--- src/hw/rtl/tmpc_pkg.sv ---
`default_nettype none
// ----------------------------------------------------------------------------
// tmpc_pkg
// shared types, constants and helpers of the temperature and humidity
// compensation pipeline
// ----------------------------------------------------------------------------
package tmpc_pkg;

   localparam int TempStages    = 5;
   localparam int HumStages     = 11;
   localparam int NumStages     = TempStages + HumStages;

   localparam int ReqDataWidth  = 40;
   localparam int RspDataWidth  = 40;
   localparam int TempWidth     = 16;
   localparam int HumWidth      = 17;
   localparam int CsrIndexWidth = 3;
   localparam int CsrDataWidth  = 32;

   localparam logic [CsrIndexWidth-1:0] CSR_TEMP_CAL_ONE         = 3'd0;
   localparam logic [CsrIndexWidth-1:0] CSR_TEMP_CAL_TWO         = 3'd1;
   localparam logic [CsrIndexWidth-1:0] CSR_TEMP_CAL_THREE       = 3'd2;
   localparam logic [CsrIndexWidth-1:0] CSR_HUM_CAL_ONE          = 3'd3;
   localparam logic [CsrIndexWidth-1:0] CSR_HUM_CAL_TWO          = 3'd4;
   localparam logic [CsrIndexWidth-1:0] CSR_HUM_CAL_SIGNED_BYTES = 3'd5;
   localparam logic [CsrIndexWidth-1:0] CSR_HUM_CAL_SIX          = 3'd6;

   localparam logic [26:0]         Recip100      = 27'd85899346;
   localparam int                  Recip100Shift = 33;
   localparam logic signed [24:0]  TempRound     = 25'sd128;
   localparam logic signed [20:0]  HumOffset     = 21'sd16384;
   localparam logic signed [10:0]  HumScale      = 11'sd1000;
   localparam logic [HumWidth-1:0] HumMax        = 17'd100000;

   typedef struct packed {
      logic [15:0] t1;
      logic [15:0] t2;
      logic [7:0]  t3;
      logic [11:0] h1;
      logic [11:0] h2;
      logic [7:0]  h3;
      logic [7:0]  h4;
      logic [7:0]  h5;
      logic [7:0]  h7;
      logic [7:0]  h6;
   } cal_type;

   typedef struct packed {
      logic [16:0] tc;
      logic [15:0] tout;
      logic        sat;
      logic [15:0] adc_h;
   } temp_res_type;

   typedef struct packed {
      logic [HumWidth-1:0]  humidity;
      logic [TempWidth-1:0] temperature;
      logic                 sat;
   } rsp_type;

   // signed divide by 100, truncating toward zero, exact for 26-bit inputs
   function automatic logic signed [25:0] div100(input logic signed [25:0] x);
      logic [25:0] mag;
      logic [52:0] prod;
      logic [25:0] quo;
      mag  = x[25] ? 26'(-x) : 26'(x);
      prod = 53'(mag) * 53'(Recip100);
      quo  = 26'(prod[52:Recip100Shift]);
      return x[25] ? -$signed(quo) : $signed(quo);
   endfunction

endpackage
`default_nettype wire

--- src/hw/rtl/tmpc_flow.sv ---
`default_nettype none
// ----------------------------------------------------------------------------
// tmpc_flow
// valid bits and per-stage load enables of the pipeline
// ----------------------------------------------------------------------------
module tmpc_flow
   import tmpc_pkg::*;
(
   input  logic                 clock,
   input  logic                 reset,
   input  logic                 in_valid,
   output logic                 in_ready,
   output logic                 out_valid,
   input  logic                 out_ready,
   output logic [NumStages-1:0] stage_en
);

   logic [NumStages-1:0] valid_ff;
   logic [NumStages-1:0] valid_in;

   // a stage loads when it is empty or its content moves on
   always_comb begin
      stage_en[NumStages-1] = !valid_ff[NumStages-1] || out_ready;
      for (int k = NumStages - 2; k >= 0; k--) begin
         stage_en[k] = !valid_ff[k] || stage_en[k+1];
      end
   end

   always_comb begin
      valid_in = valid_ff;
      if (stage_en[0]) begin
         valid_in[0] = in_valid;
      end
      for (int k = 1; k < NumStages; k++) begin
         if (stage_en[k]) begin
            valid_in[k] = valid_ff[k-1];
         end
      end
   end

   always_ff @(posedge clock) begin
      if (reset) begin
         valid_ff <= '0;
      end else begin
         valid_ff <= valid_in;
      end
   end

   assign in_ready  = stage_en[0];
   assign out_valid = valid_ff[NumStages-1];

endmodule
`default_nettype wire

--- config.mk ---
export PLATFORM = sky130hd
export DESIGN_NAME = tmpc_flow
export DESIGN_NICKNAME = d
export VERILOG_FILES = /design/src/hw/rtl/tmpc_pkg.sv /design/src/hw/rtl/tmpc_flow.sv
export SDC_FILE = /design/constraint.sdc
export NUM_CORES = 1
export LEC_CHECK = 0
export ABC_AREA = 1
export BUFFER_PORTS_ARGS = -buffer_cell sky130_fd_sc_hd__clkbuf_2
export CAP_MARGIN = 25
export CORE_MARGIN = 1
export CORE_UTILIZATION = 51
export CTS_CLUSTER_SIZE = 10
export DETAILED_ROUTE_END_ITERATION = 12
export PLACE_DENSITY = 0.8
export SLEW_MARGIN = 20
export SYNTH_ARGS = -nofsm -noshare
export SYNTH_HDL_FRONTEND = slang
export SYNTH_SLANG_ARGS = --single-unit
--- constraint.sdc ---
create_clock -name clock -period 2.9 [get_ports clock]
set_clock_uncertainty 0.05 [all_clocks]
set_input_delay 0.145 -clock clock [delete_from_list [all_inputs] [get_ports clock]]
set_output_delay 0.145 -clock clock [all_outputs]
set_load 0.05 [all_outputs]
Word level (Yosys, flattened, before mapping)
Index checks and enable logic that the tools add are counted.
{"block": "classes", "n_addsub": 0, "mul": 0, "div": 0, "n_lt_le_gt_ge": 0, "n_eq_ne": 0, "n_shift": 0, "n_mux": 0, "bitwise": 0, "reduce_logical": 32}
{"operator": "$logic_not 1->1", "n": 16}
{"operator": "$logic_or 1x1->1", "n": 16}
{"block": "word_totals", "register_bits": 16, "latch_bits": 0, "mem_bits_rw": 0, "mem_bits_ro": 0, "input_bits": 4, "wordCells": 48, "mem_count": 0}

Logic depth before layout (Yosys ltp)
{"block": "logic_depth", "ltp_word": 17, "depth_mapped": 9, "ltp_nobuf": 9}

Least setup slack after synthesis
No wires, ideal clock.
{"block": "synth_path", "kind": "flip-flop to output port", "startpoint": "reg valid_ff[15]", "endpoint": "out stage_en[0]", "arrival_time_ns": 2.829, "required_time_ns": 2.705, "slack_ns": -0.124, "path_stages_with_launch": 9, "n_path_buf": 1, "cell_sequence": "dfxtp_1 -> nand4_4 -> nor3_4 -> nand4_4 -> nor2_4 -> nand4_4 -> nor2_8 -> nand4_4 -> buf_4"}
{"block": "synth_between", "elab_chain_len": 17}
{"item": "start: declaration", "line_no": "tmpc_flow.sv:18", "source": "logic [NumStages-1:0] valid_ff;"}
{"item": "start signal: assignment", "line_no": "tmpc_flow.sv:45", "source": "valid_ff <= valid_in;"}
{"item": "$logic_not 1->1", "line_no": "tmpc_flow.sv:23", "source": "stage_en[NumStages-1] = !valid_ff[NumStages-1] || out_ready;"}
{"item": "$logic_or 1x1->1", "line_no": "tmpc_flow.sv:23"}
{"item": "$logic_or 1x1->1 (2 in a row)", "line_no": "tmpc_flow.sv:25", "source": "stage_en[k] = !valid_ff[k] || stage_en[k+1];"}
{"item": "named net stage_en[13]", "line_no": "tmpc_flow.sv:15", "source": "output logic [NumStages-1:0] stage_en"}
{"item": "$logic_or 1x1->1 (5 in a row)", "line_no": "tmpc_flow.sv:25"}
{"item": "named net stage_en[8]", "line_no": "tmpc_flow.sv:15"}
{"item": "$logic_or 1x1->1 (4 in a row)", "line_no": "tmpc_flow.sv:25"}
{"item": "named net stage_en[4]", "line_no": "tmpc_flow.sv:15"}
{"item": "$logic_or 1x1->1 (4 in a row)", "line_no": "tmpc_flow.sv:25"}
{"item": "end: declaration", "line_no": "tmpc_flow.sv:15"}
The timed path passes the listed nets, and every way through them passes these cells.

Worst setup path in the final report
{"block": "layout_path", "startpoint": "reg valid_ff[14]", "endpoint": "out stage_en[0]"}
{"block": "layout_between", "elab_chain_len": 16}
{"item": "$logic_not 1->1", "line_no": "tmpc_flow.sv:25"}
{"item": "$logic_or 1x1->1 (15 in a row)", "line_no": "tmpc_flow.sv:25"}
Every way passes these cells.

==> flow_summary.ini <==
[timing]
tns_ns = 0
setup_viol = 0
drv_slew = 0
setup_ws_ns = 0.7475
worst_pin_slew_ns = 0.3521
grt_setup_unrepaired = false
fin_crit_ns = 2.152
slew_headroom_pct = 76.53
post-route-period-util_pct = 74.22
fmax_mhz = 464.6
hold_viol_final = 0

[synth]
synth_area_leaders = dfxtp_1 (47%), nand4_4 (12%), inv_1 (11%)
ys.warnings.count = 0
syn_area_per_cell_um2 = 9.341
syn_inst = 73
synth_top_area_cell = dfxtp_1
synth_nets = 77
ys_types = 14
ys_ff_latch = 16
seq_area_frac_synth_pct = 46.97
synth_top_area_share_pct = 46.97
syn_area_um2 = 681.9

[cts]
post_cts_resized = 0
cts_num_sinks = 16
tritoncts = built
clk_pin_slew_worst_paths_ns = 0.09
postCtsHoldBufs = 0
numCtsBuffers = 3
clockBufferDepth = 2
clk_latency_ns = 0.28
cts-root-buf = clkbuf_4
cts.htree.levels = 1
postCtsSetupBuffers = 0

[routing]
drt-initial-drc-count = 3
wl_um = 1085
vias_per_cell = 4.725
wl_per_cell_um = 9.954
final_antenna_net_count = 0
drt_pass1_iterations = 2
drc = 0
vias = 515

[setup_path]
crit_top_cell = nand4_4
path_max_fanout = 5
worstSetupStartpointType = flip-flop
crit_family = simple AND/OR/NAND/NOR gates
slowest_stage = dfxtp_1
cpPeakStageDelay_ns = 0.40
crit_start = valid_ff[14]
timing.rr.start = valid_ff[14]
end_kind = primary output
worst-path-buf-inv = 1
path_class = flip-flop to primary output
worstPathCellList = nand4_4 > nor3_4 > nand4_4 > nor2_4 > nand4_4 > nor2_8 > nand4_4 > clkbuf_2
arrival_ns = 1.96
cp.required_ns = 2.71

[run]
drv_cap = 0

[finish]
area_delta_synth_final_pct = 21.28
final_area_um2 = 827.0
largest_reg_flops = 16
regArea_um2 = 321.6
nFillCells = 106
multi_input_area_um2 = 271.5
fin_nets = 100
drive_above_1_share_pct = 38.95
top_regs = valid_ff x16
diodes = 0
top_register = valid_ff

[status]
status = finished clean

[global_route]
grt_antenna_before_repair = 0
grt_pass1_wl_um = 1828
grt_use_total_pct = 18.69
grt_pass1_vias = 459
grt_start_max_net_pins = 17
overflow = 0

[power]
vdd_drop_max_uv = 333.9
p_leak_nw = 0.3795
power_density_nw_per_um2 = 453.1

[placed_design]
port_buffers = 21
place_ws_ns = 1.034
gp_congestion = 0.6037
place_hpwl_um = 888.4
dpl_cell_area_um2 = 790.8

[min_path]
hold_path.class = input pin to flip-flop
hold_start = in_valid

[die]
core_um2 = 1171
die_w_um = 38.57
initial_utilization_pct = 58.23
dieArea_um2 = 1487
die_h_um = 38.57
fp-row-count = 12
io_pins = 22
logic make-up after synthesis:
family / count (synthesis) / synth area share, %
buf+inv: 23 / 13.21
simple gates: 20 / 27.89
flops: 16 / 46.97
compound gates: 14 / 11.93
metal layers:
| metal | vias to the layer above | routed length [um] | global-route usage [%] |
|---|---|---|---|
| met5 | - | 0 | 0 |
| met4 | 0 | 11 | 12.93 |
| met3 | 2 | 42 | 3.488 |
| met2 | 16 | 579 | 35.00 |
| met1 | 228 | 451 | 17.75 |
| li1 | 269 | - | - |
layout make-up:
class	instances	share of cell area, %
clock buffer	4	4.387
inverter	20	9.077
multi-input combinational	34	32.83
sequential	16	38.88
tap	14	2.118
timing repair buffer	21	12.71
power by group:
part | internal (mW) | switching [mW] | total (mW)
registers | 0.222 | 0.00248 | 0.224
logic | 0.00323 | 0.00663 | 0.00986
clock network | 0.0763 | 0.0644 | 0.141
Yosys cell counts (all sizes together):
cell type  instances
nand2              4
buf                1
inv               20
clkbuf             2
nand3              3
nor2               8
nand4              4
dfxtp             16
nor3               1
a21oi             14
through the flow:
| stage | std cells | utilization, % | power, mW | hold slack, ns |
|---|---|---|---|---|
| after detailed placement | 105 | 67.52 | 0.2394 | 0.3341 |
| after floorplan | 73 | - | 0.2365 | 0.2393 |
| after global routing | 109 | 70.62 | 0.3909 | 0.03082 |
| after global placement | 105 | 67.52 | 0.2393 | 0.3297 |
| after CTS | 109 | 70.62 | 0.3807 | 0.03042 |
| final | 109 | 70.62 | 0.3748 | 0.03631 |
path summary, 6_finish.rpt:
path / to / slack (ns) / cells after the start
setup / recovery: stage_en[0] / 0.75 / 8
hold / removal: valid_ff[0] / 0.04 / 3
setup reg to reg: valid_ff[0] / 1.24 / 8
hold reg to reg: valid_ff[14] / 0.44 / 2
worst reg2reg max path, delay by kind of cell (launching register included):
family             cells  cell delay (ns)
AOI/OAI and AO/OA      1             0.12
and+or+nand+nor        7             1.03
DFF                    1             0.40
cells in the final DEF, fill, tap and decap left out, types with 2 or more instances in the layout:
cell type and count:
a21oi_1 11, nor2_1 6, nand3_1 2, clkbuf_4 3, nand4_4 4, clkbuf_2 21, inv_1 20, a21oi_2 3
dfxtp_1 15, nand2_1 4
Note: power is estimated with default switching activity, not from simulation.
