==> src/hw/rtl/tmpc_pkg.sv <==
`default_nettype none
// ----------------------------------------------------------------------------
// tmpc_pkg
// shared types, constants and helpers of the temperature and humidity
// compensation pipeline
// ----------------------------------------------------------------------------
package tmpc_pkg;

   localparam int TempStages    = 5;
   localparam int HumStages     = 11;
   localparam int NumStages     = TempStages + HumStages;

   localparam int ReqDataWidth  = 40;
   localparam int RspDataWidth  = 40;
   localparam int TempWidth     = 16;
   localparam int HumWidth      = 17;
   localparam int CsrIndexWidth = 3;
   localparam int CsrDataWidth  = 32;

   localparam logic [CsrIndexWidth-1:0] CSR_TEMP_CAL_ONE         = 3'd0;
   localparam logic [CsrIndexWidth-1:0] CSR_TEMP_CAL_TWO         = 3'd1;
   localparam logic [CsrIndexWidth-1:0] CSR_TEMP_CAL_THREE       = 3'd2;
   localparam logic [CsrIndexWidth-1:0] CSR_HUM_CAL_ONE          = 3'd3;
   localparam logic [CsrIndexWidth-1:0] CSR_HUM_CAL_TWO          = 3'd4;
   localparam logic [CsrIndexWidth-1:0] CSR_HUM_CAL_SIGNED_BYTES = 3'd5;
   localparam logic [CsrIndexWidth-1:0] CSR_HUM_CAL_SIX          = 3'd6;

   localparam logic [26:0]         Recip100      = 27'd85899346;
   localparam int                  Recip100Shift = 33;
   localparam logic signed [24:0]  TempRound     = 25'sd128;
   localparam logic signed [20:0]  HumOffset     = 21'sd16384;
   localparam logic signed [10:0]  HumScale      = 11'sd1000;
   localparam logic [HumWidth-1:0] HumMax        = 17'd100000;

   typedef struct packed {
      logic [15:0] t1;
      logic [15:0] t2;
      logic [7:0]  t3;
      logic [11:0] h1;
      logic [11:0] h2;
      logic [7:0]  h3;
      logic [7:0]  h4;
      logic [7:0]  h5;
      logic [7:0]  h7;
      logic [7:0]  h6;
   } cal_type;

   typedef struct packed {
      logic [16:0] tc;
      logic [15:0] tout;
      logic        sat;
      logic [15:0] adc_h;
   } temp_res_type;

   typedef struct packed {
      logic [HumWidth-1:0]  humidity;
      logic [TempWidth-1:0] temperature;
      logic                 sat;
   } rsp_type;

   // signed divide by 100, truncating toward zero, exact for 26-bit inputs
   function automatic logic signed [25:0] div100(input logic signed [25:0] x);
      logic [25:0] mag;
      logic [52:0] prod;
      logic [25:0] quo;
      mag  = x[25] ? 26'(-x) : 26'(x);
      prod = 53'(mag) * 53'(Recip100);
      quo  = 26'(prod[52:Recip100Shift]);
      return x[25] ? -$signed(quo) : $signed(quo);
   endfunction

endpackage
`default_nettype wire

==> src/hw/rtl/tmpc_temp.sv <==
`default_nettype none
// ----------------------------------------------------------------------------
// tmpc_temp
// temperature stages: unpack, linear and square terms, scaling, saturation
// ----------------------------------------------------------------------------
module tmpc_temp
   import tmpc_pkg::*;
(
   input  logic                    clock,
   input  logic [TempStages-1:0]   stage_en,
   input  logic [ReqDataWidth-1:0] req_data,
   input  cal_type                 cal,
   output temp_res_type            temp_res
);

   localparam logic [15:0] TempPosSat = 16'h7fff;
   localparam logic [15:0] TempNegSat = 16'h8000;

   logic [19:0]        adc_t;
   logic [15:0]        adc_h_in;
   logic [15:0]        adc_h_ff [TempStages];

   logic signed [18:0] a_t_in,  a_t_ff;
   logic signed [17:0] half;
   logic signed [34:0] pb_full;
   logic signed [35:0] psq_full;
   logic signed [31:0] pb_in,   pb_ff;
   logic signed [31:0] psq_in,  psq_ff;
   logic signed [20:0] b_in,    b_ff;
   logic signed [31:0] c1_in,   c1_ff;
   logic signed [17:0] c_term;
   logic signed [21:0] fine;
   logic signed [24:0] f5;
   logic signed [16:0] tc_in,   tc_ff;
   logic signed [16:0] tc5_ff;
   logic [15:0]        tout_in, tout_ff;
   logic               sat_in,  sat_ff;

   // stage 1: unpack and offset
   always_comb begin
      adc_t    = {req_data[7:0], req_data[15:8], req_data[23:20]};
      adc_h_in = {req_data[31:24], req_data[39:32]};
      a_t_in   = $signed(19'(adc_t[19:3]) - 19'({cal.t1, 1'b0}));
   end

   // stage 2: linear and square products
   always_comb begin
      half     = 18'(a_t_ff >>> 1);
      pb_full  = a_t_ff * $signed(cal.t2);
      psq_full = half * half;
      pb_in    = pb_full[31:0];
      psq_in   = psq_full[31:0];
   end

   // stage 3: square term gain
   always_comb begin
      b_in  = pb_ff[31:11];
      c1_in = $signed(psq_ff[31:12]) * $signed({cal.t3, 4'b0});
   end

   // stage 4: fine temperature and scaling
   always_comb begin
      c_term = c1_ff[31:14];
      fine   = b_ff + c_term;
      f5     = (25'(fine) <<< 2) + 25'(fine) + TempRound;
      tc_in  = f5[24:8];
   end

   // stage 5: saturation
   always_comb begin
      if (tc_ff[16] != tc_ff[15]) begin
         tout_in = tc_ff[16] ? TempNegSat : TempPosSat;
         sat_in  = 1'b1;
      end else begin
         tout_in = tc_ff[15:0];
         sat_in  = 1'b0;
      end
   end

   always_ff @(posedge clock) begin
      if (stage_en[0]) begin
         a_t_ff      <= a_t_in;
         adc_h_ff[0] <= adc_h_in;
      end
      if (stage_en[1]) begin
         pb_ff  <= pb_in;
         psq_ff <= psq_in;
      end
      if (stage_en[2]) begin
         b_ff  <= b_in;
         c1_ff <= c1_in;
      end
      if (stage_en[3]) begin
         tc_ff <= tc_in;
      end
      if (stage_en[4]) begin
         tc5_ff  <= tc_ff;
         tout_ff <= tout_in;
         sat_ff  <= sat_in;
      end
      for (int k = 1; k < TempStages; k++) begin
         if (stage_en[k]) begin
            adc_h_ff[k] <= adc_h_ff[k-1];
         end
      end
   end

   always_comb begin
      temp_res.tc    = tc5_ff;
      temp_res.tout  = tout_ff;
      temp_res.sat   = sat_ff;
      temp_res.adc_h = adc_h_ff[TempStages-1];
   end

endmodule
`default_nettype wire

==> config.mk <==
export PLATFORM = sky130hd
export DESIGN_NAME = tmpc_temp
export DESIGN_NICKNAME = d
export VERILOG_FILES = /design/src/hw/rtl/tmpc_pkg.sv /design/src/hw/rtl/tmpc_temp.sv
export SDC_FILE = /design/constraint.sdc
export NUM_CORES = 2
export LEC_CHECK = 0
export BUFFER_PORTS_ARGS = -buffer_cell sky130_fd_sc_hd__buf_2
export CORE_ASPECT_RATIO = 1.4
export CORE_MARGIN = 4
export CORE_UTILIZATION = 58
export DETAILED_ROUTE_END_ITERATION = 10
export PLACE_DENSITY = 0.8
export REMOVE_ABC_BUFFERS = 1
export SYNTH_ARGS = -nofsm -noshare
export SYNTH_HDL_FRONTEND = slang
export SYNTH_SLANG_ARGS = --single-unit
==> constraint.sdc <==
create_clock -name clock -period 6.2 [get_ports clock]
set_clock_uncertainty 0.15 [all_clocks]
set_input_delay 0.31 -clock clock [delete_from_list [all_inputs] [get_ports clock]]
set_output_delay 0.31 -clock clock [all_outputs]
set_load 0.005 [all_outputs]
; ---- Word level (Yosys, flattened, before mapping)
; Memory sizes are Yosys's and may differ from the RTL's.
; Cells that the tools add are included.
[word_totals]
reg_bits = 182
mem_bits_rw = 80
wordCells = 31
memories = 1
[op_classes]
add_sub_neg = 4
multipliers = 3
n_eq_ne = 1
n_mux = 13
[memory_table]
columns = memory, words, word_bits, read_ports, rd_ports_with_merged_regs, write_ports, line
row1 = adc_h_ff, 5, 16, 5, 0, 5, tmpc_temp.sv:21  ; logic [15:0] adc_h_ff [TempStages];
[op_table]
columns = operator, count
row1 = $mul 17x17->32, 1
row2 = $mul 18x16->32, 1
row3 = $mux 16, 2
row4 = $mul 20x8->28, 1
row5 = $add 24x22->25, 1
row6 = $add 25x9->25 const B, 1
row7 = $add 21x18->22, 1
row8 = $sub 17x17->18, 1
row9 = $mux 1, 11
row10 = $ne 1x1->1, 1

; ---- Logic depth before layout (Yosys ltp)
[logic_depth]
ltp_word = 3
mapped_depth = 26

; ---- Least setup slack after synthesis
; Ideal clock, no wire load.
[synth_path]
kind = register to register
from = reg a_t_ff[11]
to = reg psq_ff[31] (data pin)
t_arrival_ns = 6.294
required_ns = 5.789
path_slack_ns = -0.504
path_stages_with_launch = 26
path_buffers = 2
cell_sequence = edfxtp_1 clkbuf_1 clkbuf_1 nand2_1 fa_1 inv_1 fa_1 inv_1 fa_1 inv_1 fa_1 fa_1 inv_1 fa_1 inv_1 ha_1 and3_1 a221oi_2 nor2b_1 a311oi_2 a21oi_2 a221o_2 nand4_1 nand4b_2 a21oi_2 xor2_1
[synth_between]
elab_chain_cells = 1
[synth_lines]
columns = element, line
row1 = start: declaration, tmpc_temp.sv:23  ; logic signed [18:0] a_t_in, a_t_ff;
row2 = start signal: assignment, tmpc_temp.sv:82  ; a_t_ff <= a_t_in;
row3 = $mul 17x17->32, tmpc_temp.sv:50  ; psq_full = half * half;
row4 = named net psq_full[31], tmpc_temp.sv:26  ; logic signed [35:0] psq_full;
row5 = end signal: assignment, tmpc_temp.sv:87  ; psq_ff <= psq_in;
row6 = end: declaration, tmpc_temp.sv:28  ; logic signed [31:0] psq_in, psq_ff;
; The timed path passes the listed nets, and every way through them passes these cells.
; A chain may end at the register's enable or synchronous reset.

; ---- Worst setup path in the final report
[layout_path]
from = reg a_t_ff[5]
to = reg psq_ff[31] (data pin)
; The elaborated chain is that of the path after synthesis.

==> impl_results.md <==
- WL final: 77900 um
- Initial Util: 0.588
- Synth Cell Area: 34000 um2
- Worst setup margin: -0.332 ns
- Asr flop ratio synth: 0
- Slew Limit Fails: 0
- Unrepaired setup endpoints after global routing: true
- Clock root cell: clkbuf_16
- Status: finished with violations
- Post-DRT Antenna Nets: 0
- R2R setup slack: -0.33 ns
- CP Launch Type: flop
- Initial detailed-routing violation count: 1165
- Gate Count Post-Synth: 3273
- Largest net degree at the start of global routing: 58
- Share of layout cells above drive strength 1: 0.154
- Fin. Hold Viols: 0
- Final hold slack: 0.0146 ns
- Vias in the first global route: 25400
- Data required time of the worst path: 6.32 ns
- Number of synthesized register bits: 229
- WL/cell: 17.9 um
- CP Max Fanout: 4
- FP Rows: 104
- Final setup fails: 19
- Die Y: 294 um
- EDFF count, synth: 229
- DR vias/cell: 5.35
- Met3 Usage GRT: 0.0227
- Most frequent cells in the layout: inv_1, fa_1, nand2_1, ha_1, and2_1
- PortBufs: 128
- Commonest non-fill, non-tap cell in the layout: inv_1
- Busiest grt layer: met2
- Area Growth Syn to Fin: 13.6%
- WS Path Type: reg2reg
- I/O pin count: 200
- CP Capture Type: flop
- First-pass GRT wire length: 124000 um
- Max H-tree Level: 1
- CTS tree: done
- CP arrival: 6.65 ns
- Maximum clock insertion buffer count: 3
- Final Cycle Share: 1.05
- Number of distinct library cells after synthesis: 65
- Dpl cells: 4219
- Final nets: 4681
- Syn Area/Cell: 10.4 um2
- Slew headroom: 0.274
- Met1 usage: 0.291
- Top_reg_cell synth: edfxtp_1
- Yosys warnings: 0
- Sequential fraction of the synthesis area: 0.202
- DRC: 0
- Max-Cap Viols: 0
- Vias: 23200
- Aggregate global-route resource usage: 0.248
- Worst hold path class: in2reg
- RD Place Congestion: 0.922
- Num CTS Buffers: 22
- Router iterations before antenna repair: 5
- Post-Layout Cell Count: 4341
- Final HPWL from detailed placement: 61600 um
- Fmax: 153 MHz
- Core Box Area: 57800 um2
- Actual slew at the worst max-slew pin: 1.09 ns
- Fin util: 0.668
- Initial antenna violation count: 0
- CTS clk-pin slew, worst paths: 0.08 ns
- M2 GR Usage: 0.466
- Final worst path period need: 6.53 ns
- Worst-skew pair later-pin latency: 0.54 ns
- Clock sinks: 229
- Grt ovf: 0
- Die area: 62500 um2
- Die extent in x: 213 um
- Failing checks: setup timing
-- critical path, stage by stage (launching register included) --
cell	delay, ns
edfxtp_1	0.50
buf_6	0.18
buf_6	0.11
buf_4	0.13
nand2_2	0.10
fa_1	0.45
fa_2	0.58
fa_1	0.43
inv_1	0.09
fa_1	0.42
fa_1	0.49
inv_1	0.05
fa_1	0.49
inv_2	0.05
ha_4	0.21
and3_4	0.18
a221oi_2	0.27
nor2b_1	0.09
a311oi_2	0.19
buf_4	0.17
a21oi_4	0.05
a221o_2	0.37
nand4_1	0.15
nand4b_4	0.13
a21oi_2	0.15
xor2_1	0.07
-- final cells by class --
cell class                      instances  area, um2
Fill cell                            4190      19200
Clock inverter                         15        164
Timing Repair Buffer                  398       3010
Antenna cell                            1       2.50
Multi-Input combinational cell       2112      24000
Inverter                              819       3070
Clock buffer                           25        562
Tap cell                              742        928
Sequential cell                       229       6880
-- sequential cells by signal, summed over array words and instances (netlist names), 17 cells and up --
| register | count |
|---|---|
| adc_h_ff | 80 |
| b_ff | 21 |
| pb_ff | 21 |
| psq_ff | 20 |
| a_t_ff | 18 |
| c1_ff | 18 |
| tc5_ff | 17 |
| tc_ff | 17 |
-- per-layer routing --
metal | vias to the layer above | wire length [um]
met5 | - | 0
met4 | 0 | 4740
met3 | 286 | 3790
met2 | 775 | 41900
met1 | 11700 | 27500
li1 | 10500 | -
-- logic make-up (layout without fill, tap and decap cells) --
logic type / count (synthesis) / after routing / share of synthesized area
adder cells (fa/ha/maj): 949 / 949 / 0.495
buffers and inverters: 932 / 1257 / 0.105
AND/OR/NAND/NOR: 817 / 817 / 0.121
flip-flops: 229 / 229 / 0.202
AO/OA/AOI/OAI: 214 / 214 / 0.0424
XOR/XNOR: 131 / 131 / 0.0338
multiplexers: 1 / 1 / 0.000332
other: 0 / 1 / 0
-- through the flow --
stage          setup TNS (ns)  cell area (um2)  setup WS, ns
3_3_place_gp            -1.71            36500        -0.231
3_5_place_dp            -3.05            36500        -0.342
6_report                -3.05            38600        -0.332
5_1_grt                 -6.84            38600        -0.543
4_1_cts                -0.630            37900        -0.158
2_1_floorplan           -3.02            33500        -0.517
-- cells in the mapped netlist (25+ instances only) --
cell / number / area [um2]
nor2_1: 100 / 375
ha_1: 292 / 3650
inv_1: 819 / 3070
nand2_1: 292 / 1100
edfxtp_1: 229 / 6880
a21oi_1: 57 / 285
xor2_1: 35 / 307
o21ai_0: 35 / 175
fa_1: 657 / 13200
xnor2_1: 96 / 841
a21o_1: 41 / 308
nand2b_1: 35 / 219
clkbuf_1: 95 / 357
and2_1: 281 / 1760
nor3_1: 26 / 130
nor2b_1: 25 / 156
-- timing repair --
item                                   4_1_cts  5_1_grt
pin swaps                                   51       61
hold buffers                                17        0
endpoints found under the hold margin       17        0
buffers inserted                            27       40
setup endpoints to repair                   19       27
cloned                                       1        1
gates resized for setup                     70      115
-- path summary, 6_finish.rpt --
kind,startpoint,end,depth (start not counted)
min,cal[88],a_t_ff[1]$_DFFE_PP_,3
min reg2reg,pb_ff[23]$_DFFE_PP_,b_ff[12]$_DFFE_PP_,0
max,a_t_ff[5]$_DFFE_PP_,psq_ff[31]$_DFFE_PP_,25
max reg2reg,a_t_ff[5]$_DFFE_PP_,psq_ff[31]$_DFFE_PP_,25
Power is not shown: default switching activity piles up to over one toggle a cycle in this logic, so the estimate is an artifact.
