**config.mk**
```make
export PLATFORM = sky130hd
export DESIGN_NAME = tmpc_csr
export DESIGN_NICKNAME = d
export VERILOG_FILES = /design/src/hw/rtl/tmpc_pkg.sv /design/src/hw/rtl/tmpc_csr.sv
export SDC_FILE = /design/constraint.sdc
export NUM_CORES = 1
export LEC_CHECK = 0
export BUFFER_PORTS_ARGS = -buffer_cell sky130_fd_sc_hd__buf_2
export CAP_MARGIN = 20
export CORE_UTILIZATION = 40
export DETAILED_ROUTE_END_ITERATION = 10
export PLACE_DENSITY = 0.66
export SLEW_MARGIN = 20
export SYNTH_ARGS = -nofsm -noshare
export SYNTH_HDL_FRONTEND = slang
export SYNTH_SLANG_ARGS = --single-unit
```
**constraint.sdc**
```tcl
create_clock -name clock -period 4.25 [get_ports clock]
set_input_delay 1.275 -clock clock [delete_from_list [all_inputs] [get_ports clock]]
set_output_delay 1.275 -clock clock [all_outputs]
set_load 0.05 [all_outputs]
```
**src/hw/rtl/tmpc_pkg.sv**
```systemverilog
`default_nettype none
// ----------------------------------------------------------------------------
// tmpc_pkg
// shared types, constants and helpers of the temperature and humidity
// compensation pipeline
// ----------------------------------------------------------------------------
package tmpc_pkg;

   localparam int TempStages    = 5;
   localparam int HumStages     = 11;
   localparam int NumStages     = TempStages + HumStages;

   localparam int ReqDataWidth  = 40;
   localparam int RspDataWidth  = 40;
   localparam int TempWidth     = 16;
   localparam int HumWidth      = 17;
   localparam int CsrIndexWidth = 3;
   localparam int CsrDataWidth  = 32;

   localparam logic [CsrIndexWidth-1:0] CSR_TEMP_CAL_ONE         = 3'd0;
   localparam logic [CsrIndexWidth-1:0] CSR_TEMP_CAL_TWO         = 3'd1;
   localparam logic [CsrIndexWidth-1:0] CSR_TEMP_CAL_THREE       = 3'd2;
   localparam logic [CsrIndexWidth-1:0] CSR_HUM_CAL_ONE          = 3'd3;
   localparam logic [CsrIndexWidth-1:0] CSR_HUM_CAL_TWO          = 3'd4;
   localparam logic [CsrIndexWidth-1:0] CSR_HUM_CAL_SIGNED_BYTES = 3'd5;
   localparam logic [CsrIndexWidth-1:0] CSR_HUM_CAL_SIX          = 3'd6;

   localparam logic [26:0]         Recip100      = 27'd85899346;
   localparam int                  Recip100Shift = 33;
   localparam logic signed [24:0]  TempRound     = 25'sd128;
   localparam logic signed [20:0]  HumOffset     = 21'sd16384;
   localparam logic signed [10:0]  HumScale      = 11'sd1000;
   localparam logic [HumWidth-1:0] HumMax        = 17'd100000;

   typedef struct packed {
      logic [15:0] t1;
      logic [15:0] t2;
      logic [7:0]  t3;
      logic [11:0] h1;
      logic [11:0] h2;
      logic [7:0]  h3;
      logic [7:0]  h4;
      logic [7:0]  h5;
      logic [7:0]  h7;
      logic [7:0]  h6;
   } cal_type;

   typedef struct packed {
      logic [16:0] tc;
      logic [15:0] tout;
      logic        sat;
      logic [15:0] adc_h;
   } temp_res_type;

   typedef struct packed {
      logic [HumWidth-1:0]  humidity;
      logic [TempWidth-1:0] temperature;
      logic                 sat;
   } rsp_type;

   // signed divide by 100, truncating toward zero, exact for 26-bit inputs
   function automatic logic signed [25:0] div100(input logic signed [25:0] x);
      logic [25:0] mag;
      logic [52:0] prod;
      logic [25:0] quo;
      mag  = x[25] ? 26'(-x) : 26'(x);
      prod = 53'(mag) * 53'(Recip100);
      quo  = 26'(prod[52:Recip100Shift]);
      return x[25] ? -$signed(quo) : $signed(quo);
   endfunction

endpackage
`default_nettype wire

```
**src/hw/rtl/tmpc_csr.sv**
```systemverilog
`default_nettype none
// ----------------------------------------------------------------------------
// tmpc_csr
// calibration register file, written through the csr channel
// ----------------------------------------------------------------------------
module tmpc_csr
   import tmpc_pkg::*;
(
   input  logic                     clock,
   input  logic                     reset,
   input  logic                     csr_valid,
   output logic                     csr_ready,
   input  logic [CsrIndexWidth-1:0] csr_index,
   input  logic [CsrDataWidth-1:0]  csr_data,
   output cal_type                  cal
);

   cal_type cal_ff;
   cal_type cal_in;

   assign csr_ready = 1'b1;
   assign cal       = cal_ff;

   always_comb begin
      cal_in = cal_ff;
      if (csr_valid) begin
         case (csr_index)
            CSR_TEMP_CAL_ONE:   cal_in.t1 = csr_data[15:0];
            CSR_TEMP_CAL_TWO:   cal_in.t2 = csr_data[15:0];
            CSR_TEMP_CAL_THREE: cal_in.t3 = csr_data[7:0];
            CSR_HUM_CAL_ONE:    cal_in.h1 = csr_data[11:0];
            CSR_HUM_CAL_TWO:    cal_in.h2 = csr_data[11:0];
            CSR_HUM_CAL_SIGNED_BYTES: begin
               cal_in.h3 = csr_data[7:0];
               cal_in.h4 = csr_data[15:8];
               cal_in.h5 = csr_data[23:16];
               cal_in.h7 = csr_data[31:24];
            end
            CSR_HUM_CAL_SIX:    cal_in.h6 = csr_data[7:0];
            default: ;
         endcase
      end
   end

   always_ff @(posedge clock) begin
      if (reset) begin
         cal_ff <= '0;
      end else begin
         cal_ff <= cal_in;
      end
   end

endmodule
`default_nettype wire

```
# ---- Word-level counts from Yosys, hierarchy flattened
# Cells that the tools add are included.
dict set report totals {
  latchBits 0
  output_inout_bits 105
  ramBits 0
  elab_cells 24
  n_memories 0
  rom_bits 0
  ff_bits 104
  in_bits 38
}
dict set report op_classes {
  bitwise 0
  n_eq_ne 6
  addsub 0
  n_lt_le_gt_ge 0
  div_mod_pow 0
  shifts 0
  n_reduce_logical 8
  mux 0
  n_mul 0
}
# cell count
set ops {}
lappend ops {{$reduce_and A2 Y1} 7}
lappend ops {{$eq A3 B3 Y1 const B} 3}
lappend ops {{$eq A3 B2 Y1 const B} 2}
lappend ops {{$eq A3 B1 Y1 const B} 1}
lappend ops {{$logic_not A3 Y1} 1}

# ---- Longest topological paths before layout
# Gate-level depths: netlist (run 1).
dict set report logic_depth {
  word_depth 2
  ltp_mapped 5
  mapped_depth_nobuf 2
}

# ---- Worst setup path before layout (run 1)
# OpenSTA, ideal clock, no wires.
dict set report synth_path {
  path_type {input to register}
  startpoint {input port csr_index[0]}
  endpoint {register cal_ff (netlist bit cal[93])}
  stages 4
  path_slack_ns 1.932
  arrival_time_ns 2.193
  cell_sequence {or4b_1 > buf_6 > buf_12 > mux2i_1}
}
dict set report synth_between {
  elab_chain_len 2
}
# item line
set synth_rtl {}
lappend synth_rtl {{start: declaration} tmpc_csr.sv:13} ;# input logic [CsrIndexWidth-1:0] csr_index,
lappend synth_rtl {{$logic_not A3 Y1} tmpc_csr.sv:27} ;# case (csr_index)
lappend synth_rtl {{$reduce_and A2 Y1 (no source line)} n/a}
lappend synth_rtl {{end signal: assignment} tmpc_csr.sv:49} ;# cal_ff <= cal_in;
lappend synth_rtl {{end: declaration} tmpc_csr.sv:18} ;# cal_type cal_ff;
# Every way passes these cells.
# A chain may end at the register's enable or synchronous reset.

==> results.toml, run 1 <==
[critical_path]
worstSetupPathType = "input pin to flop"
cp-start-kind = "input pin"
worstRegToRegCells = 2
critPathSlowestCell = "buf_2"
critPathMaxStageDelay_ns = 0.59
r2r-end = "cal[48]"
critical_path_required_ns = 4.47
crit_start = "reset"
path_max_fanout = 62
critPathCaptureType = "flop"
crit_chain = "buf_2, buf_4, nand2b_1, mux2i_1"
r2r_slack_ns = 3.59
r2r-start = "cal[48]"
cp.arrival_ns = 2.64

[yosys]
synth_enable_flop_cells = 0
syn_avg_cell_area_sq_um = 11.04
synth_seq_cells = 104
yosys_warnings = 0
synth_seq_area_share = 0.4938
synthFlopType = "dfxtp_1"
syn_inst = 382
yosys.cell_count.top_type = "nand2b_1"
synth_commonest_cells = "nand2b_1, dfxtp_1, mux2i_1, clkbuf_1, buf_2"
synthTopCellsByArea = "dfxtp_1, mux2i_1, nand2b_1, clkbuf_1, buf_2"
yosysTopAreaCellShare = 0.4938
synth_cell_types = 15
synth_top_area_cell = "dfxtp_1"
syn_area_sq_um = 4217
synth_nets = 420
async_flop_share = 0

[floorplan]
start_util = 0.4103
die_y_um = 104.7
dieWidth_um = 104.7
core_area_sq_um = 10280
placementRows = 37
num_io_pins = 143
fp.dieArea_sq_um = 10960

[detailed_routing]
final_antenna_net_count = 0
routed_wl_mm = 9.848
via_count = 3016
first_pass_iters = 6
routedWlPerCell_um = 15.13
drcViolationCount = 0
vias_per_cell = 4.633
drtIter0Drc = 122

[sta]
period_needed_ns = 2.410
maxSlewHeadroom = 0.3702
rsz0062_at_grt = "no"
finalSetupTns_ns = 0
finalClockSkew_ns = 0
finalSetupViolCount = 0
tightest_slew_ns = 0.9397
max_freq_ghz = 0.4149
setup_ws_ns = 1.840
fin_crit_sh = 0.5671
whs_ns = 0.4740
finalHoldViolCount = 0
drv_slew = 0

[clock_tree]
cts_tree = "done"
ctsResizeCount = 0
cts_hold_buf = 0
cts_sinks = 104
clock_path_buffers = 2
cts-root-buf = "clkbuf_8"
clk_latency_ns = 0.35
clkSlewWorstSetupHoldPaths_ns = 0.09
cts.htree.levels = 3
cts_buffers = 9
postCtsSetupBuffers = 0

[worst_hold_path]
worstHoldEndpoint = "cal[79]"
hold_path_depth = 2
min-delay-start = "cal[79]"
hp-class = "flop to flop"

[global_routing]
grt_usage = 0.1869
use_met3 = 0.05802
grt_pass1_vias = 3037
antenna_found_initial = 0
grt-ovfl-total = 0
grt_pass1_wl_mm = 16.04
globalRoute.busiestLayer = "met2"
grt_use_met2 = 0.2999
grt_start_max_net_pins = 63
use_met1 = 0.2448

[power]
p_int_mw = 1.283
p_leak_nw = 2.634
swShare = 0.2784
comb_power_share = 0.124
power_frac_seq = 0.566
clkPwrFrac = 0.310
powerDensity_nw_per_um2 = 345.6
switchingPower_uw = 495.1
ir_drop_uv = 186.5

[status]
status = "completed"

[cells_and_area]
largest_reg_flops = 104
fin_nets = 548
drive_above_1_share = 0.3146
finalCoreUtilization = 0.5007
area_growth_pct = 22.05
diodes = 0

[placed_design]
dp_slack_ns = 1.445
place_hpwl_mm = 6.925
portBuffers = 141
place_congestion = 0.7580

[flow_run]
cap_violations = 0
final cells by class:
type / instances / area [sq um]
fill: 1009 / 5131
sequential: 104 / 2082
multi-input combinational: 250 / 1987
timing repair buffer: 145 / 735.7
tap: 136 / 170.2
clock buffer: 10 / 127.6
clock inverter: 6 / 43.79
power by group through the flow:
stage | registers [mW] | logic, mW | clock network [mW]
global placement | 1.03 | 0.219 | 0
floorplan | 1.10 | 0.0858 | 0
CTS | 1.01 | 0.223 | 0.572
global route | 1.01 | 0.235 | 0.613
finish | 1.01 | 0.221 | 0.551
detailed placement | 1.03 | 0.223 | 0
cells in the final DEF (no fill, tap or decap), drive strengths merged:
cell      instances
mux2i           104
and4bb            1
conb              1
nand4bb           2
nand4b            3
dfxtp           104
nor4b             1
clkinvlp          4
nand2b          136
clkinv            1
or4b              1
inv               1
buf             145
and4b             1
clkbuf           10
cell families after synthesis:
kind of cell / count (synthesis) / synth area share
other: 1 / 0.0008894
buffers and inverters: 28 / 0.03501
flip-flops: 104 / 0.4938
multiplexers: 104 / 0.2469
AND/OR/NAND/NOR: 145 / 0.2234
worst max-delay path: cells and delay by family:
family	cells	cell delay, ns
buf+inv	2	1.06
simple gates	1	0.18
mux	1	0.07
through the flow:
step / power [mW] / instance area (sq um) / std cells
after global routing: 1.857 / 5146 / 651
after CTS: 1.802 / 5146 / 651
final: 1.778 / 5146 / 651
after floorplan: 1.189 / 4217 / 382
after global placement: 1.248 / 4975 / 635
after detailed placement: 1.252 / 4975 / 635
how the worst max path moves through the flow:
stage | to | slack, ns
4_1_cts | cal[48] | 1.81
2_1_floorplan | cal[93] | 1.93
3_3_place_gp | cal[57] | 1.50
3_5_place_dp | cal[48] | 1.44
5_1_grt | cal[10] | 1.71
6_report | cal[23] | 1.84
layer usage:
layer  vias to the layer above  routed length [um]
met5                         -                   0
met4                         0                  57
met3                         5                 585
met2                        92                4503
met1                      1409                4702
li1                       1510                   -
(Power assumes the default switching activity.)
==> inputs of run 2 (changes only) <==
--- a/config.mk
+++ b/config.mk
@@ -9,7 +9,7 @@
 export CAP_MARGIN = 20
 export CORE_UTILIZATION = 40
 export DETAILED_ROUTE_END_ITERATION = 10
-export PLACE_DENSITY = 0.66
+export PLACE_DENSITY = 0.68
 export SLEW_MARGIN = 20
 export SYNTH_ARGS = -nofsm -noshare
 export SYNTH_HDL_FRONTEND = slang
==> constraint.sdc (replaced) <==
create_clock -name clock -period 2.1 [get_ports clock]
set_input_delay 0.63 -clock clock [delete_from_list [all_inputs] [get_ports clock]]
set_output_delay 0.63 -clock clock [all_outputs]
set_load 0.05 [all_outputs]
==> run 2 against run 1 <==
Sequential power up 100%. Clock-buffer cell count did not move. Sequential share of layout area is 0.57 points lower.
==> results.toml, run 2 (synthesis gave the netlist of run 1 again) <==
[status]
status = "completed"

[critical_path]
critical_path_required_ns = 1.47
cp.arrival_ns = 1.01
critPathSlowestCell = "dfxtp_1"
crit_chain = "buf_2"
crit_family = "flip-flops"
critPathMaxStageDelay_ns = 0.37
path_max_fanout = 2
critPathCaptureType = "output pin"
cp.buffers_inverters = 1
worstSetupPathType = "flop to output pin"
crit_start = "cal[33]"
cp-start-kind = "flop"
r2r-start = "cal[55]"
r2r_slack_ns = 1.45

[clock_tree]
cts_sinks = 104
cts.htree.levels = 3
ctsResizeCount = 0
clock_path_buffers = 2
cts_tree = "done"
clk_latency_ns = 0.37
cts_buffers = 9
cts_hold_buf = 0
cts-root-buf = "clkbuf_8"
clkSlewWorstSetupHoldPaths_ns = 0.11
postCtsSetupBuffers = 0

[worst_hold_path]
min-delay-start = "cal[84]"
hp-class = "flop to flop"

[floorplan]
start_util = 0.4103
placementRows = 37
core_area_sq_um = 10280
dieWidth_um = 104.7
num_io_pins = 143
die_y_um = 104.7
fp.dieArea_sq_um = 10960

[placed_design]
portBuffers = 141
place_congestion = 0.7493
place_hpwl_mm = 6.965

[cells_and_area]
diodes = 0
area_growth_pct = 23.80
largest_reg_flops = 104
fin_nets = 555
drive_above_1_share = 0.3238
final_common_cell = "buf_2"
layout_common_cells = "buf_2, nand2b_1, mux2i_1, dfxtp_1, buf_4"

[power]
switchingPower_mw = 1.031
power_frac_seq = 0.559
p_leak_nw = 2.681
comb_power_share = 0.124
powerDensity_nw_per_um2 = 698.8
ir_drop_uv = 389.4
swShare = 0.2827
p_int_mw = 2.616
clkPwrFrac = 0.318

[sta]
finalHoldViolCount = 0
finalSetupViolCount = 0
drv_slew = 0
max_freq_ghz = 0.6107
whs_ns = 0.4761
period_needed_ns = 1.637
finalSetupTns_ns = 0
finalClockSkew_ns = 0
fin_crit_sh = 0.7797
rsz0062_at_grt = "no"

[flow_run]
cap_violations = 0

[detailed_routing]
drcViolationCount = 0
routedWlPerCell_um = 15.10
drtIter0Drc = 95
vias_per_cell = 4.658
final_antenna_net_count = 0
routed_wl_mm = 9.934
via_count = 3065
first_pass_iters = 4

[global_routing]
grt_usage = 0.1846
grt-ovfl-total = 0
grt_pass1_wl_mm = 15.61
grt_start_max_net_pins = 92
antenna_found_initial = 0
grt_pass1_vias = 3060
-- run 2: final cells by class --
| cell class | count | area [sq um] |
|---|---|---|
| fill | 1005 | 5057 |
| tap | 136 | 170.2 |
| timing repair buffer | 152 | 800.8 |
| sequential | 104 | 2082 |
| clock buffer | 10 | 127.6 |
| multi-input combinational | 250 | 1987 |
| clock inverter | 6 | 52.55 |
-- run 2: final timing paths --
path / endpoint / cells past startpoint
worst min-delay path: cal[84] / 2
worst max-delay path: cal[33] / 1
worst max register to register: cal[55] / 2
worst min register to register: cal[84] / 2
-- run 2: metrics by stage --
step | power, mW | worst slack [ns] | area, sq um | instances | util
floorplan | 2.406 | 0.4270 | 4217 | 382 | -
global placement | 2.529 | 0.3001 | 5040 | 642 | 0.4904
detailed placement | 2.538 | 0.2740 | 5040 | 642 | 0.4904
global route | 3.807 | 0.4020 | 5220 | 658 | 0.5079
CTS | 3.698 | 0.4435 | 5220 | 658 | 0.5079
finish | 3.648 | 0.4626 | 5220 | 658 | 0.5079
-- run 2: power groups by stage --
| stage | Clock (mW) | Sequential [mW] | Combinational (mW) |
|---|---|---|---|
| 2_1_floorplan | 0 | 2.23 | 0.174 |
| 3_3_place_gp | 0 | 2.08 | 0.448 |
| 3_5_place_dp | 0 | 2.08 | 0.456 |
| 4_1_cts | 1.20 | 2.04 | 0.457 |
| 5_1_grt | 1.29 | 2.04 | 0.478 |
| 6_report | 1.16 | 2.04 | 0.452 |
-- run 2: layer usage --
metal / part of all wire / global-route usage / wire [um]
met1: 0.46 / 0.2336 / 4600
met2: 0.47 / 0.3042 / 4642
met3: 0.056 / 0.04803 / 553
met4: 0.014 / 0.06338 / 138
met5: 0 / 0 / 0
